`src/hdl/pid_steering_controller_assert.svh`:
```
// ----------------------------------------------------------------------------
// PID steering controller assertion macros
// Shared property forms for the checks at the end of the top-level RTL module.
// ----------------------------------------------------------------------------
`ifndef PID_STEERING_CONTROLLER_ASSERT_SVH
`define PID_STEERING_CONTROLLER_ASSERT_SVH

// Consequent must hold in the same cycle as the antecedent.
`define PSC_CHECK_NOW(label, ante, cons, msg) \
  label: assert property (@(posedge clk) disable iff (rst) (ante) |-> (cons)) \
    else $error(msg);

// Consequent must hold in the cycle after the antecedent.
`define PSC_CHECK_NEXT(label, ante, cons, msg) \
  label: assert property (@(posedge clk) disable iff (rst) (ante) |=> (cons)) \
    else $error(msg);

`endif

```
`src/hdl/psc_pkg.sv`:
```
// ----------------------------------------------------------------------------
// PID steering controller package
// Constants and types shared by the serial arithmetic units and the top level.
// ----------------------------------------------------------------------------
package psc_pkg;

  // Multiplier operand width consumed one bit per cycle by each multiply lane.
  localparam int MUL_NB = 18;

  // Quotient bits produced by the serial divider (one per cycle).
  localparam int Q_W = 13;

  // Largest quotient magnitude, so that ten times it still fits 16 bits.
  localparam logic [Q_W-1:0] STEER_SAT = Q_W'(3276);

  // Status of the serial divider seen by the sequencer.
  typedef struct packed {
    logic done;
    logic ovf;
  } div_stat_t;

endpackage

```
`src/hdl/psc_if.sv`:
```
// ----------------------------------------------------------------------------
// PID steering controller channel interfaces
// Valid/ready channels for control ticks and for vehicle commands.
// ----------------------------------------------------------------------------

// One control tick per transaction.
interface psc_tick_if #(
  parameter int DATA_WIDTH = 16
);
  logic                         valid;
  logic                         ready;
  logic signed [DATA_WIDTH-1:0] target_y;
  logic signed [DATA_WIDTH-1:0] reference_y;
  logic                         path_empty;
  logic                         pid_selected;
  logic                         autonomous;
  logic                         stop_request;
  logic                         blind_rush;

  modport source (
    output valid, target_y, reference_y, path_empty, pid_selected, autonomous,
           stop_request, blind_rush,
    input  ready
  );

  modport sink (
    input  valid, target_y, reference_y, path_empty, pid_selected, autonomous,
           stop_request, blind_rush,
    output ready
  );
endinterface

// One vehicle command result per transaction.
interface psc_cmd_if;
  logic               valid;
  logic               ready;
  logic               command_valid;
  logic signed [15:0] steer_out;
  logic        [15:0] speed_out;

  modport source (
    output valid, command_valid, steer_out, speed_out,
    input  ready
  );

  modport sink (
    input  valid, command_valid, steer_out, speed_out,
    output ready
  );
endinterface

```
`src/hdl/psc_mul_lane.sv`:
```
// ----------------------------------------------------------------------------
// PID steering controller serial multiply lane
// Signed shift-and-add multiplier that retires one multiplier bit per cycle.
// ----------------------------------------------------------------------------
module psc_mul_lane #(
  parameter int MW = 18
) (
  input  logic                                   clk,
  input  logic                                   rst,
  input  logic                                   start,
  input  logic signed [MW-1:0]                   mcand,
  input  logic signed [psc_pkg::MUL_NB-1:0]      mplier,
  output logic signed [MW+psc_pkg::MUL_NB:0]     product,
  output logic                                   done
);
  import psc_pkg::*;

  localparam int CW  = $clog2(MUL_NB);
  localparam int SW  = MW + 2;

  logic signed [MW:0]     hi;
  logic [MUL_NB-1:0]      lo;
  logic [MUL_NB-1:0]      mp;
  logic signed [MW-1:0]   mc;
  logic [CW-1:0]          cnt;
  logic                   busy;
  logic                   last;
  logic signed [SW-1:0]   addend;
  logic signed [SW-1:0]   sum;

  // The sign bit of the multiplier carries negative weight, so the last step subtracts.
  always_comb begin
    last   = (cnt == CW'(MUL_NB - 1));
    addend = '0;
    if (mp[0]) begin
      addend = last ? -SW'(mc) : SW'(mc);
    end
    sum = SW'(hi) + addend;
  end

  // Step counter and completion pulse.
  always_ff @(posedge clk) begin
    if (rst) begin
      busy <= 1'b0;
      done <= 1'b0;
      cnt  <= '0;
    end else begin
      done <= 1'b0;
      if (start) begin
        busy <= 1'b1;
        cnt  <= '0;
      end else if (busy) begin
        cnt <= cnt + 1'b1;
        if (last) begin
          busy <= 1'b0;
          done <= 1'b1;
        end
      end
    end
  end

  // Partial product shifts right; the bits that drop out form the low half.
  always_ff @(posedge clk) begin
    if (start) begin
      hi <= '0;
      lo <= '0;
      mp <= mplier;
      mc <= mcand;
    end else if (busy) begin
      hi <= sum[SW-1:1];
      lo <= {sum[0], lo[MUL_NB-1:1]};
      mp <= mp >> 1;
    end
  end

  assign product = $signed({hi, lo});

endmodule

```
`src/hdl/psc_div_serial.sv`:
```
// ----------------------------------------------------------------------------
// PID steering controller serial divider
// Restoring division of a magnitude by a fixed divisor, one quotient bit per cycle.
// ----------------------------------------------------------------------------
module psc_div_serial #(
  parameter int NUMW    = 38,
  parameter int DIVISOR = 51200
) (
  input  logic                         clk,
  input  logic                         rst,
  input  logic                         start,
  input  logic [NUMW-1:0]              dividend,
  output logic [psc_pkg::Q_W-1:0]      quotient,
  output psc_pkg::div_stat_t           stat
);
  import psc_pkg::*;

  localparam int DVW  = 21;
  localparam int CW   = ((NUMW > DVW + Q_W) ? NUMW : DVW + Q_W) + 1;
  localparam int CNTW = $clog2(Q_W);
  localparam logic [CW-1:0] DLIM = CW'(DIVISOR) << Q_W;

  logic [CW-1:0]   rem;
  logic [CW-1:0]   dsh;
  logic [CNTW-1:0] cnt;
  logic            busy;
  logic            done_r;
  logic            ovf_r;
  logic            ge;

  assign ge = (rem >= dsh);

  // Sequencing of the quotient bits.
  always_ff @(posedge clk) begin
    if (rst) begin
      busy   <= 1'b0;
      done_r <= 1'b0;
      cnt    <= '0;
    end else begin
      done_r <= 1'b0;
      if (start) begin
        busy <= 1'b1;
        cnt  <= CNTW'(Q_W - 1);
      end else if (busy) begin
        if (cnt == '0) begin
          busy   <= 1'b0;
          done_r <= 1'b1;
        end else begin
          cnt <= cnt - 1'b1;
        end
      end
    end
  end

  // A quotient too large for the field is flagged up front and saturated later.
  always_ff @(posedge clk) begin
    if (start) begin
      rem   <= CW'(dividend);
      dsh   <= DLIM >> 1;
      ovf_r <= (CW'(dividend) >= DLIM);
    end else if (busy) begin
      if (ge) begin
        rem <= rem - dsh;
      end
      quotient <= {quotient[Q_W-2:0], ge};
      dsh      <= dsh >> 1;
    end
  end

  assign stat = '{done: done_r, ovf: ovf_r};

endmodule

```
`src/hdl/pid_steering_controller.sv`:
```
// ----------------------------------------------------------------------------
// PID steering controller
// Lateral PID with clamped integrator, mapped into the vehicle steering range.
// ----------------------------------------------------------------------------
//
//  Channel   Direction  Handshake     Contents
//  tick      in         valid/ready   target_y, reference_y, mode flags
//  command   out        valid/ready   command_valid, steer_out, speed_out
//  cfg       in         cfg_we        cfg_index, cfg_data (write only)
//
//  A PID tick is dominated by two 18-step serial multiplies (gains, then the
//  range mapping) and a 13-step serial divide. Empty-path and non-PID ticks
//  go from acceptance straight to the finish state.
//  One tick is in flight at a time; a finished command waits in the output
//  register while the next tick is taken, and the sequencer stalls at the end
//  only while that register is still full. Reset is synchronous and restores
//  the register defaults and clears the integrator and the last error.
//
`include "pid_steering_controller_assert.svh"

module pid_steering_controller #(
  parameter int DATA_WIDTH    = 16,
  parameter int OUT_LIMIT_MAX = 2560,
  parameter int OUT_LIMIT_MIN = -2560
) (
  input  logic        clk,
  input  logic        rst,
  psc_tick_if.sink    tick,
  psc_cmd_if.source   command,
  input  logic        cfg_we,
  input  logic [2:0]  cfg_index,
  input  logic [23:0] cfg_data
);
  import psc_pkg::*;

  // Widths of the datapath.
  localparam int EW  = DATA_WIDTH + 1;
  localparam int SW  = DATA_WIDTH + 2;
  localparam int MW  = (SW > MUL_NB) ? SW : MUL_NB;
  localparam int PW  = MW + 1 + MUL_NB;
  localparam int FW  = PW - 8;
  localparam int AW  = FW + 1;
  localparam int SFW = AW + 1;
  localparam int NW  = PW + 1;

  // Mapping constants; the output limits enter the mapping inverted.
  localparam int DEN      = OUT_LIMIT_MIN - OUT_LIMIT_MAX;
  localparam bit DEN_ZERO = (DEN == 0);
  localparam bit DIV_NEG  = (DEN < 0);
  localparam int DIV_MAG  = DEN_ZERO ? 10 : ((DEN < 0) ? -DEN * 10 : DEN * 10);
  localparam logic signed [15:0]       OMAX_V = 16'(OUT_LIMIT_MAX);
  localparam logic signed [15:0]       OMIN_V = 16'(OUT_LIMIT_MIN);
  localparam logic signed [MUL_NB-1:0] DEN_V  = MUL_NB'(DEN);

  // Configuration register indexes.
  localparam logic [2:0] REG_GAIN_P      = 3'd0;
  localparam logic [2:0] REG_GAIN_I      = 3'd1;
  localparam logic [2:0] REG_GAIN_D      = 3'd2;
  localparam logic [2:0] REG_INTEG_MAX   = 3'd3;
  localparam logic [2:0] REG_INTEG_MIN   = 3'd4;
  localparam logic [2:0] REG_STEER_MIN   = 3'd5;
  localparam logic [2:0] REG_STEER_MAX   = 3'd6;
  localparam logic [2:0] REG_SPEED_LIMIT = 3'd7;

  typedef enum logic [9:0] {
    S_IDLE  = 10'b0000000001,
    S_MULP  = 10'b0000000010,
    S_INTEG = 10'b0000000100,
    S_SUM   = 10'b0000001000,
    S_MAPST = 10'b0000010000,
    S_MULM  = 10'b0000100000,
    S_NUM   = 10'b0001000000,
    S_DIVST = 10'b0010000000,
    S_DIV   = 10'b0100000000,
    S_FIN   = 10'b1000000000
  } state_t;

  state_t state;

  // Configuration registers.
  logic signed [15:0] gain_p;
  logic signed [15:0] gain_i;
  logic signed [15:0] gain_d;
  logic signed [23:0] integ_max;
  logic signed [23:0] integ_min;
  logic signed [15:0] steer_range_min;
  logic signed [15:0] steer_range_max;
  logic        [15:0] speed_limit;

  // Controller state.
  logic signed [23:0]   integ_acc;
  logic signed [EW-1:0] last_error;

  // Per-tick working registers.
  logic                 emit;
  logic                 stop_r;
  logic                 blind_r;
  logic signed [EW-1:0] err_r;
  logic signed [23:0]   acc_r;
  logic signed [AW-1:0] pd_r;
  logic signed [15:0]   s_r;
  logic signed [NW-1:0] num_r;
  logic                 q_neg;
  logic signed [15:0]   steer_r;

  // Output register.
  logic               cmd_valid;
  logic               cmd_cv;
  logic signed [15:0] cmd_steer;
  logic        [15:0] cmd_speed;
  logic               out_free;

  // Datapath nets.
  logic                     accept;
  logic                     start_pid;
  logic                     start_ab;
  logic signed [EW-1:0]     err_in;
  logic signed [SW-1:0]     esum;
  logic signed [SW-1:0]     ediff;
  logic signed [16:0]       sdiff;
  logic signed [MUL_NB-1:0] s_off;
  logic signed [MW-1:0]     mc_a, mc_b, mc_c;
  logic signed [MUL_NB-1:0] mp_a, mp_b, mp_c;
  logic signed [PW-1:0]     prod_a, prod_b, prod_c;
  logic                     done_a, done_b, done_c;
  logic signed [FW-1:0]     p8, pi8, d8;
  logic signed [AW-1:0]     acc_new;
  logic signed [23:0]       acc_clamp;
  logic signed [SFW-1:0]    s_full;
  logic signed [15:0]       s_clamp;
  logic signed [NW-1:0]     num_full;
  logic [NW-1:0]            num_mag;
  logic [Q_W-1:0]           div_q;
  div_stat_t                div_stat;
  logic [Q_W-1:0]           q_mag;
  logic signed [15:0]       q_s;
  logic signed [15:0]       steer_pid;
  logic signed [16:0]       mid_sum;
  logic signed [16:0]       mid_adj;
  logic signed [15:0]       mid_half;

  assign tick.ready = (state == S_IDLE);
  assign accept     = tick.valid & tick.ready;
  assign start_pid  = accept & ~tick.path_empty & tick.pid_selected;
  assign start_ab   = start_pid | (state == S_MAPST);
  assign out_free   = ~cmd_valid | command.ready;

  // Error terms of the incoming tick.
  assign err_in = EW'(tick.target_y) - EW'(tick.reference_y);
  assign esum   = SW'(err_in) + SW'(last_error);
  assign ediff  = SW'(err_in) - SW'(last_error);

  // Midpoint of the steering range, rounded toward zero.
  assign mid_sum  = 17'(steer_range_min) + 17'(steer_range_max);
  assign mid_adj  = mid_sum + {16'd0, mid_sum[16]};
  assign mid_half = 16'(mid_adj >>> 1);

  // Lane operands: gains times errors first, then the two mapping products.
  assign sdiff = 17'(steer_range_max) - 17'(steer_range_min);
  assign s_off = MUL_NB'(s_r) - MUL_NB'(OMAX_V);

  always_comb begin
    if (state == S_MAPST) begin
      mc_a = MW'(sdiff);
      mp_a = s_off;
      mc_b = MW'(DEN_V);
      mp_b = MUL_NB'(steer_range_min);
    end else begin
      mc_a = MW'(err_in);
      mp_a = MUL_NB'(gain_p);
      mc_b = MW'(esum);
      mp_b = MUL_NB'(gain_i);
    end
    mc_c = MW'(ediff);
    mp_c = MUL_NB'(gain_d);
  end

  psc_mul_lane #(.MW(MW)) u_mul_a (
    .clk(clk), .rst(rst), .start(start_ab),
    .mcand(mc_a), .mplier(mp_a), .product(prod_a), .done(done_a)
  );

  psc_mul_lane #(.MW(MW)) u_mul_b (
    .clk(clk), .rst(rst), .start(start_ab),
    .mcand(mc_b), .mplier(mp_b), .product(prod_b), .done(done_b)
  );

  psc_mul_lane #(.MW(MW)) u_mul_c (
    .clk(clk), .rst(rst), .start(start_pid),
    .mcand(mc_c), .mplier(mp_c), .product(prod_c), .done(done_c)
  );

  // Q16.16 products back to Q8.8, rounding toward minus infinity.
  assign p8  = $signed(prod_a[PW-1:8]);
  assign pi8 = $signed(prod_b[PW-1:8]);
  assign d8  = $signed(prod_c[PW-1:8]);

  // Integrator update, upper bound tested first.
  always_comb begin
    acc_new = AW'(integ_acc) + AW'(pi8);
    priority if (acc_new > AW'(integ_max)) begin
      acc_clamp = integ_max;
    end else if (acc_new < AW'(integ_min)) begin
      acc_clamp = integ_min;
    end else begin
      acc_clamp = acc_new[23:0];
    end
  end

  // PID sum limited to the output range.
  always_comb begin
    s_full = SFW'(pd_r) + SFW'(acc_r);
    priority if (s_full > SFW'(OMAX_V)) begin
      s_clamp = OMAX_V;
    end else if (s_full < SFW'(OMIN_V)) begin
      s_clamp = OMIN_V;
    end else begin
      s_clamp = s_full[15:0];
    end
  end

  // Mapping numerator and its magnitude for the divider.
  assign num_full = NW'(prod_a) + NW'(prod_b);
  assign num_mag  = num_r[NW-1] ? NW'(-num_r) : NW'(num_r);

  psc_div_serial #(.NUMW(NW), .DIVISOR(DIV_MAG)) u_div (
    .clk(clk), .rst(rst), .start(state == S_DIVST),
    .dividend(num_mag), .quotient(div_q), .stat(div_stat)
  );

  // Saturated quotient, signed and scaled by ten.
  always_comb begin
    q_mag     = (div_stat.ovf || (div_q > STEER_SAT)) ? STEER_SAT : div_q;
    q_s       = q_neg ? -16'(q_mag) : 16'(q_mag);
    steer_pid = (q_s <<< 3) + (q_s <<< 1);
  end

  // Configuration writes.
  always_ff @(posedge clk) begin
    if (rst) begin
      gain_p          <= 16'sd256;
      gain_i          <= '0;
      gain_d          <= '0;
      integ_max       <= 24'sd2560;
      integ_min       <= -24'sd2560;
      steer_range_min <= -16'sd500;
      steer_range_max <= 16'sd500;
      speed_limit     <= '0;
    end else if (cfg_we) begin
      unique case (cfg_index)
        REG_GAIN_P:      gain_p          <= cfg_data[15:0];
        REG_GAIN_I:      gain_i          <= cfg_data[15:0];
        REG_GAIN_D:      gain_d          <= cfg_data[15:0];
        REG_INTEG_MAX:   integ_max       <= cfg_data;
        REG_INTEG_MIN:   integ_min       <= cfg_data;
        REG_STEER_MIN:   steer_range_min <= cfg_data[15:0];
        REG_STEER_MAX:   steer_range_max <= cfg_data[15:0];
        REG_SPEED_LIMIT: speed_limit     <= cfg_data[15:0];
      endcase
    end
  end

  // Sequencer and controller state.
  always_ff @(posedge clk) begin
    if (rst) begin
      state      <= S_IDLE;
      integ_acc  <= '0;
      last_error <= '0;
    end else begin
      unique case (state)
        S_IDLE: begin
          if (accept) begin
            state <= start_pid ? S_MULP : S_FIN;
          end
        end
        S_MULP: begin
          if (done_a & done_b & done_c) begin
            state <= S_INTEG;
          end
        end
        S_INTEG: state <= S_SUM;
        S_SUM: begin
          integ_acc  <= acc_r;
          last_error <= err_r;
          state      <= S_MAPST;
        end
        S_MAPST: state <= S_MULM;
        S_MULM: begin
          if (done_a & done_b) begin
            state <= S_NUM;
          end
        end
        S_NUM:   state <= S_DIVST;
        S_DIVST: state <= S_DIV;
        S_DIV: begin
          if (div_stat.done) begin
            state <= S_FIN;
          end
        end
        S_FIN: begin
          if (out_free) begin
            state <= S_IDLE;
          end
        end
        default: state <= S_IDLE;
      endcase
    end
  end

  // Per-tick working registers.
  always_ff @(posedge clk) begin
    if (accept) begin
      emit    <= tick.autonomous & (tick.path_empty | tick.pid_selected);
      stop_r  <= tick.stop_request;
      blind_r <= tick.blind_rush;
      err_r   <= err_in;
      steer_r <= mid_half;
    end
    if (state == S_INTEG) begin
      acc_r <= acc_clamp;
      pd_r  <= AW'(p8) + AW'(d8);
    end
    if (state == S_SUM) begin
      s_r <= s_clamp;
    end
    if (state == S_NUM) begin
      num_r <= DEN_ZERO ? NW'(steer_range_min) : num_full;
    end
    if (state == S_DIVST) begin
      q_neg <= num_r[NW-1] ^ DIV_NEG;
    end
    if ((state == S_DIV) && div_stat.done) begin
      steer_r <= steer_pid;
    end
  end

  // Output register: holds a command until the sink takes the transaction.
  always_ff @(posedge clk) begin
    if (rst) begin
      cmd_valid <= 1'b0;
    end else if ((state == S_FIN) && out_free) begin
      cmd_valid <= 1'b1;
    end else if (command.ready) begin
      cmd_valid <= 1'b0;
    end
  end

  always_ff @(posedge clk) begin
    if ((state == S_FIN) && out_free) begin
      cmd_cv    <= emit;
      cmd_steer <= (emit && !blind_r) ? steer_r : 16'sd0;
      cmd_speed <= (emit && !stop_r) ? speed_limit : 16'd0;
    end
  end

  assign command.valid         = cmd_valid;
  assign command.command_valid = cmd_cv;
  assign command.steer_out     = cmd_steer;
  assign command.speed_out     = cmd_speed;

  // Checks on sequencing and results.
  `PSC_CHECK_NOW(a_idle_cmd_zero, command.valid && !command.command_valid, command.steer_out == 16'sd0 && command.speed_out == 16'd0, "fields not zero without a command")
  `PSC_CHECK_NEXT(a_short_tick, accept && (tick.path_empty || !tick.pid_selected), state == S_FIN, "short tick did not go to finish")
  `PSC_CHECK_NEXT(a_fin_loads, state == S_FIN && out_free, command.valid && state == S_IDLE, "finished command not loaded")
  `PSC_CHECK_NEXT(a_integ_bound, state == S_INTEG && !cfg_we && integ_min <= integ_max, acc_r <= integ_max && acc_r >= integ_min, "integrator outside its bounds")

endmodule
```
`src/flat_wrapper.sv`:
```
// flat-port wrapper written by rule: the top's interface ports become plain ports
module pid_steering_controller_flat import psc_pkg::*;
#(
  parameter int DATA_WIDTH    = 16,
  parameter int OUT_LIMIT_MAX = 2560,
  parameter int OUT_LIMIT_MIN = -2560
)
  (clk, rst, cfg_we, cfg_index, cfg_data, tick_valid, tick_target_y, tick_reference_y, tick_path_empty, tick_pid_selected, tick_autonomous, tick_stop_request, tick_blind_rush, tick_ready, command_valid, command_command_valid, command_steer_out, command_speed_out, command_ready);
  psc_tick_if #(.DATA_WIDTH(DATA_WIDTH)) tick_i ();
  psc_cmd_if command_i ();
  input  logic clk;
  input  logic rst;
  input  logic cfg_we;
  input  logic [2:0] cfg_index;
  input  logic [23:0] cfg_data;
  input wire logic [$bits(tick_i.valid)-1:0] tick_valid;
  input wire logic [$bits(tick_i.target_y)-1:0] tick_target_y;
  input wire logic [$bits(tick_i.reference_y)-1:0] tick_reference_y;
  input wire logic [$bits(tick_i.path_empty)-1:0] tick_path_empty;
  input wire logic [$bits(tick_i.pid_selected)-1:0] tick_pid_selected;
  input wire logic [$bits(tick_i.autonomous)-1:0] tick_autonomous;
  input wire logic [$bits(tick_i.stop_request)-1:0] tick_stop_request;
  input wire logic [$bits(tick_i.blind_rush)-1:0] tick_blind_rush;
  output wire logic [$bits(tick_i.ready)-1:0] tick_ready;
  output wire logic [$bits(command_i.valid)-1:0] command_valid;
  output wire logic [$bits(command_i.command_valid)-1:0] command_command_valid;
  output wire logic [$bits(command_i.steer_out)-1:0] command_steer_out;
  output wire logic [$bits(command_i.speed_out)-1:0] command_speed_out;
  input wire logic [$bits(command_i.ready)-1:0] command_ready;
  assign tick_i.valid = tick_valid;
  assign tick_i.target_y = tick_target_y;
  assign tick_i.reference_y = tick_reference_y;
  assign tick_i.path_empty = tick_path_empty;
  assign tick_i.pid_selected = tick_pid_selected;
  assign tick_i.autonomous = tick_autonomous;
  assign tick_i.stop_request = tick_stop_request;
  assign tick_i.blind_rush = tick_blind_rush;
  assign tick_ready = tick_i.ready;
  assign command_valid = command_i.valid;
  assign command_command_valid = command_i.command_valid;
  assign command_steer_out = command_i.steer_out;
  assign command_speed_out = command_i.speed_out;
  assign command_i.ready = command_ready;
  pid_steering_controller #(.DATA_WIDTH(DATA_WIDTH), .OUT_LIMIT_MAX(OUT_LIMIT_MAX), .OUT_LIMIT_MIN(OUT_LIMIT_MIN)) u_core (.clk(clk), .rst(rst), .tick(tick_i), .command(command_i), .cfg_we(cfg_we), .cfg_index(cfg_index), .cfg_data(cfg_data));
endmodule
```
`config.mk`:
```
export PLATFORM = sky130hd
export DESIGN_NAME = pid_steering_controller_flat
export DESIGN_NICKNAME = d
export VERILOG_FILES = /design/src/hdl/psc_pkg.sv /design/src/hdl/psc_if.sv /design/src/hdl/psc_mul_lane.sv /design/src/hdl/psc_div_serial.sv /design/src/hdl/pid_steering_controller.sv /design/src/flat_wrapper.sv
export VERILOG_INCLUDE_DIRS = /design/src /design/src/hdl
export SDC_FILE = /design/constraint.sdc
export NUM_CORES = 2
export LEC_CHECK = 0
export BUFFER_PORTS_ARGS = -buffer_cell sky130_fd_sc_hd__buf_4
export CAP_MARGIN = 20
export CORE_MARGIN = 2
export CORE_UTILIZATION = 57
export DETAILED_ROUTE_END_ITERATION = 8
export PLACE_DENSITY = 0.74
export SYNTH_ARGS = -nofsm -noshare
export SYNTH_HDL_FRONTEND = slang
export SYNTH_SLANG_ARGS = --single-unit
```
`constraint.sdc`:
```
create_clock -name clk -period 6.4 [get_ports clk]
set_clock_uncertainty 0.15 [all_clocks]
set_input_delay 0.64 -clock clk [delete_from_list [all_inputs] [get_ports clk]]
set_output_delay 0.64 -clock clk [all_outputs]
set_load 0.01 [all_outputs]
```
==> run_results.csv <==
group,metric,value,unit
run_status,status,"complete, no violations",
clock_network,cts_max_level,3,
logic_synthesis,ys_async_sr_fraction,0,%
sta,fin_crit_sh,90.8,%
critical_path,arrival,6.03,ns
sta,rsz0062_at_grt,"false",
logic_synthesis,synthCells,5052,
logic_synthesis,synthAdderAreaFrac,11.2,%
placement,portBuffers,103,
logic_synthesis,yosysMostFrequentCell,"nand2_1",
critical_path,worstPathBufferInverterCount,1,
placement,gp_congestion,0.990,
routing,ant_nets,0,
critical_path,rrSetupSlack,0.59,ns
clock_network,cts_root_buffer,"clkbuf_16",
routing,wl_per_cell,19.6,um
critical_path,crit_family,"compound AO/OA/AOI/OAI gates",
logic_synthesis,ys_seq_area_share,38.5,%
die,coreArea,77600,um2
logic_synthesis,synthSimpleGateAreaFrac,18.7,%
critical_path,regToRegEndpoint,"u_core.acc_r[1]",
logic_synthesis,yosys.area_share.xor_xnor,6.63,%
global_route,antenna_found_initial,4,
critical_path,path_depth,22,
logic_synthesis,synth_edf_count,337,
sta,finalHoldViolCount,0,
sta,worst_slew_pin_slew,1.05,ns
routing,vias,36911,
logic_synthesis,syn-num-nets,5512,
logic_synthesis,syn_avg_cell_area,8.87,um2
logic_synthesis,synth_top_area_share,22.6,%
die,core.rowCount,102,
sta,fin_tns_setup,0,ns
layout,fillers,6615,
logic_synthesis,synthMuxAreaShare,4.63,%
clock_network,cts_num_sinks,692,
global_route,grt-ovfl-total,0,
flow_run,drv_cap,0,
critical_path,r2r-start,"u_core.u_mul_b.lo[9]",
routing,drtIter0Drc,3495,
clock_network,clk_latency,0.64,ns
critical_path,critPathLaunch,"u_core.u_mul_b.lo[9]",
critical_path,crit_slowest_cell,"o21ai_0",
logic_synthesis,syn_area,44800,um2
routing,drt-total-wl,121,mm
clock_network,cts_buffers,79,
clock_network,path_clk_slew,0.06,ns
critical_path,worst-r2r-cell-count,22,
critical_path,worstPathMaxFanout,8,
critical_path,crit_chain,"ha_1 > a21o_1 > a21oi_1 > o211ai_1 > and4_1 > o21ai_0 > o211ai_1 > a31o_2 > nor4_1 > o31ai_1 > a21oi_1 > xnor2_1 > ha_1 > a21o_1 > a21o_1 > a21oi_1 > o21ai_0 > a221oi_1 > o21ai_0 > a21o_1 > buf_4 > mux2i_1",
logic_synthesis,synthTopCellsByCount,"nand2_1, nor2_1, a21oi_1",
power,power_density,302,nW/um2
logic_synthesis,synth_cell_types,89,
sta,fmax,172,MHz
die,die_y,284,um
clock_network,clock_path_buffers,3,
global_route,grt_pass1_vias,34311,
sta,maxSlewViolCount,0,
logic_synthesis,synthFlopType,"dfxtp_1",
routing,drc,0,
die,ios,104,
critical_path,end_kind,"flip-flop",
sta,slew-limit-headroom,30.2,%
critical_path,crit_top_cell,"a21o_1",
critical_path,max_stage_delay,0.50,ns
logic_synthesis,ys.warnings.count,0,
power,ir_drop,0.000221,V
die,die_w,284,um
power,leakagePower,20.2,nW
critical_path,endpoint,"u_core.acc_r[1]",
logic_synthesis,synthTopCellsByArea,"edfxtp_1, dfxtp_1, ha_1, nand2_1, a21oi_1",
critical_path,cp-start-kind,"flip-flop",
routing,firstDrtPassIters,6,
global_route,grt_max_degree,143,
logic_synthesis,ys_ff_latch,692,
die,initial_core_util,57.7,%
sta,min_period,5.81,ns
critical_path,crit_type,"reg -> reg",
logic_synthesis,synth-compound-area-share,16.3,%
global_route,grt_pass1_wl,189,mm
global_route,grtUsageTotal,29.3,%
sta,finalSetupViolations,0,
layout,finalNetCount,5545,
layout,drive_above_1_share,6.76,%
critical_path,worst_ep_required_time,6.62,ns
layout,antennaDiodeCount,0,
die,die_area,80800,um2
layout,area_growth,9.93,%
logic_synthesis,yosys.area.top_type,"edfxtp_1",
clock_network,cts_tree,"built",
min_path,hold_class,"in -> reg",
sta,whs,0.0505,ns
logic_synthesis,synth_top_family_by_area,"simple AND/OR/NAND/NOR gates",
routing,via_per_inst,5.96,
placement,hpwl,90.7,mm
## what timing repair did
item | 4_1_cts | 5_1_grt
endpoints found under the hold margin | 2 | 0
hold buffers | 2 | 0
setup buffers | 0 | 0
resized for setup | 0 | 1
setup endpoints to repair | 0 | 1
## per-layer routing
layer / vias up / GRT usage [%] / share of wire, %
met4: 0 / 10.4 / 3.7
met5: - / 0 / 0
li1: 18007 / - / -
met3: 215 / 4.24 / 7.7
met1: 17477 / 42.1 / 45
met2: 1212 / 45.1 / 44
## how the worst min path moves through the flow
stage	startpoint	to	slack, ns	cells after the start
5_1_grt	cfg_data[17]	u_core.integ_min[17]	0.04	2
4_1_cts	cfg_data[17]	u_core.integ_min[17]	0.02	2
2_1_floorplan	u_core.u_div.quotient[3]	u_core.u_div.quotient[4]	0.27	0
3_3_place_gp	u_core.speed_limit[9]	u_core.speed_limit[9]	0.29	2
3_5_place_dp	u_core.speed_limit[14]	u_core.speed_limit[14]	0.29	2
6_report	cfg_data[17]	u_core.integ_min[17]	0.05	2
## flip-flops by register name, indices dropped and copies added (netlist names), 24 cells and up
register / flops
u_core.num_r: 38
u_core.integ_min: 24
u_core.pd_r: 30
u_core.u_div.rem: 39
u_core.integ_max: 24
u_core.u_div.dsh: 28
u_core.acc_r: 24
u_core.integ_acc: 24
## logic make-up (layout without fill, tap and decap cells)
family,count (synthesis),after routing
DFF,692,692
and+or+nand+nor,1793,1793
adders and majority gates,391,391
buffers and inverters,470,568
xor gates and xnor gates,339,339
AOI/OAI and AO/OA,1161,1161
muxes,206,206
## placed cells by master, fill, tap and decap left out, types with 46 or more instances in the layout
cell type | synthesis | layout
nand2_1 | 659 | 658
nor2_1 | 460 | 457
a21oi_1 | 433 | 433
ha_1 | 377 | 377
dfxtp_1 | 355 | 351
edfxtp_1 | 337 | 337
inv_1 | 272 | 270
xnor2_1 | 237 | 237
mux2i_1 | 200 | 200
o21ai_0 | 183 | 183
buf_4 | 10 | 139
nor3_1 | 126 | 126
a21o_1 | 113 | 113
xor2_1 | 102 | 102
and2_1 | 94 | 94
clkbuf_16 | 0 | 81
nand3_1 | 64 | 64
or3_1 | 55 | 55
nor2b_1 | 54 | 53
nand2b_1 | 51 | 51
o31ai_1 | 51 | 51
o21a_1 | 50 | 50
a31oi_1 | 50 | 50
nand4_1 | 46 | 46
## layout make-up
class                      count  area (um2)  share of cell area [%]
clock buffer                 103        2200                    4.47
clock inverter                43         524                    1.06
inverter                     275        1030                    2.10
multi-input combinational   3890       25800                    52.4
sequential                   692       17200                    35.0
tap                         1040        1300                    2.64
timing repair buffer         147        1150                    2.33
## where the power goes
part	switching, mW	leakage, nW	total [mW]	internal (mW)
clock network	1.94	1.33	4.76	2.81
registers	0.483	5.94	5.66	5.17
logic	2.58	12.9	4.45	1.87
## per-stage QoR
step | cells | power, mW | setup slack (ns) | utilization (%) | area [um2]
after floorplan | 5052 | 8.77 | 1.15 | - | 44800
after global placement | 6037 | 9.99 | 0.716 | 59.8 | 46400
after detailed placement | 6039 | 10.1 | 0.631 | 59.9 | 46500
after CTS | 6187 | 14.8 | 0.582 | 63.4 | 49200
after global routing | 6190 | 15.5 | 0.137 | 63.5 | 49200
final | 6190 | 14.9 | 0.592 | 63.5 | 49200
Note: power is estimated with default switching activity, not from simulation.
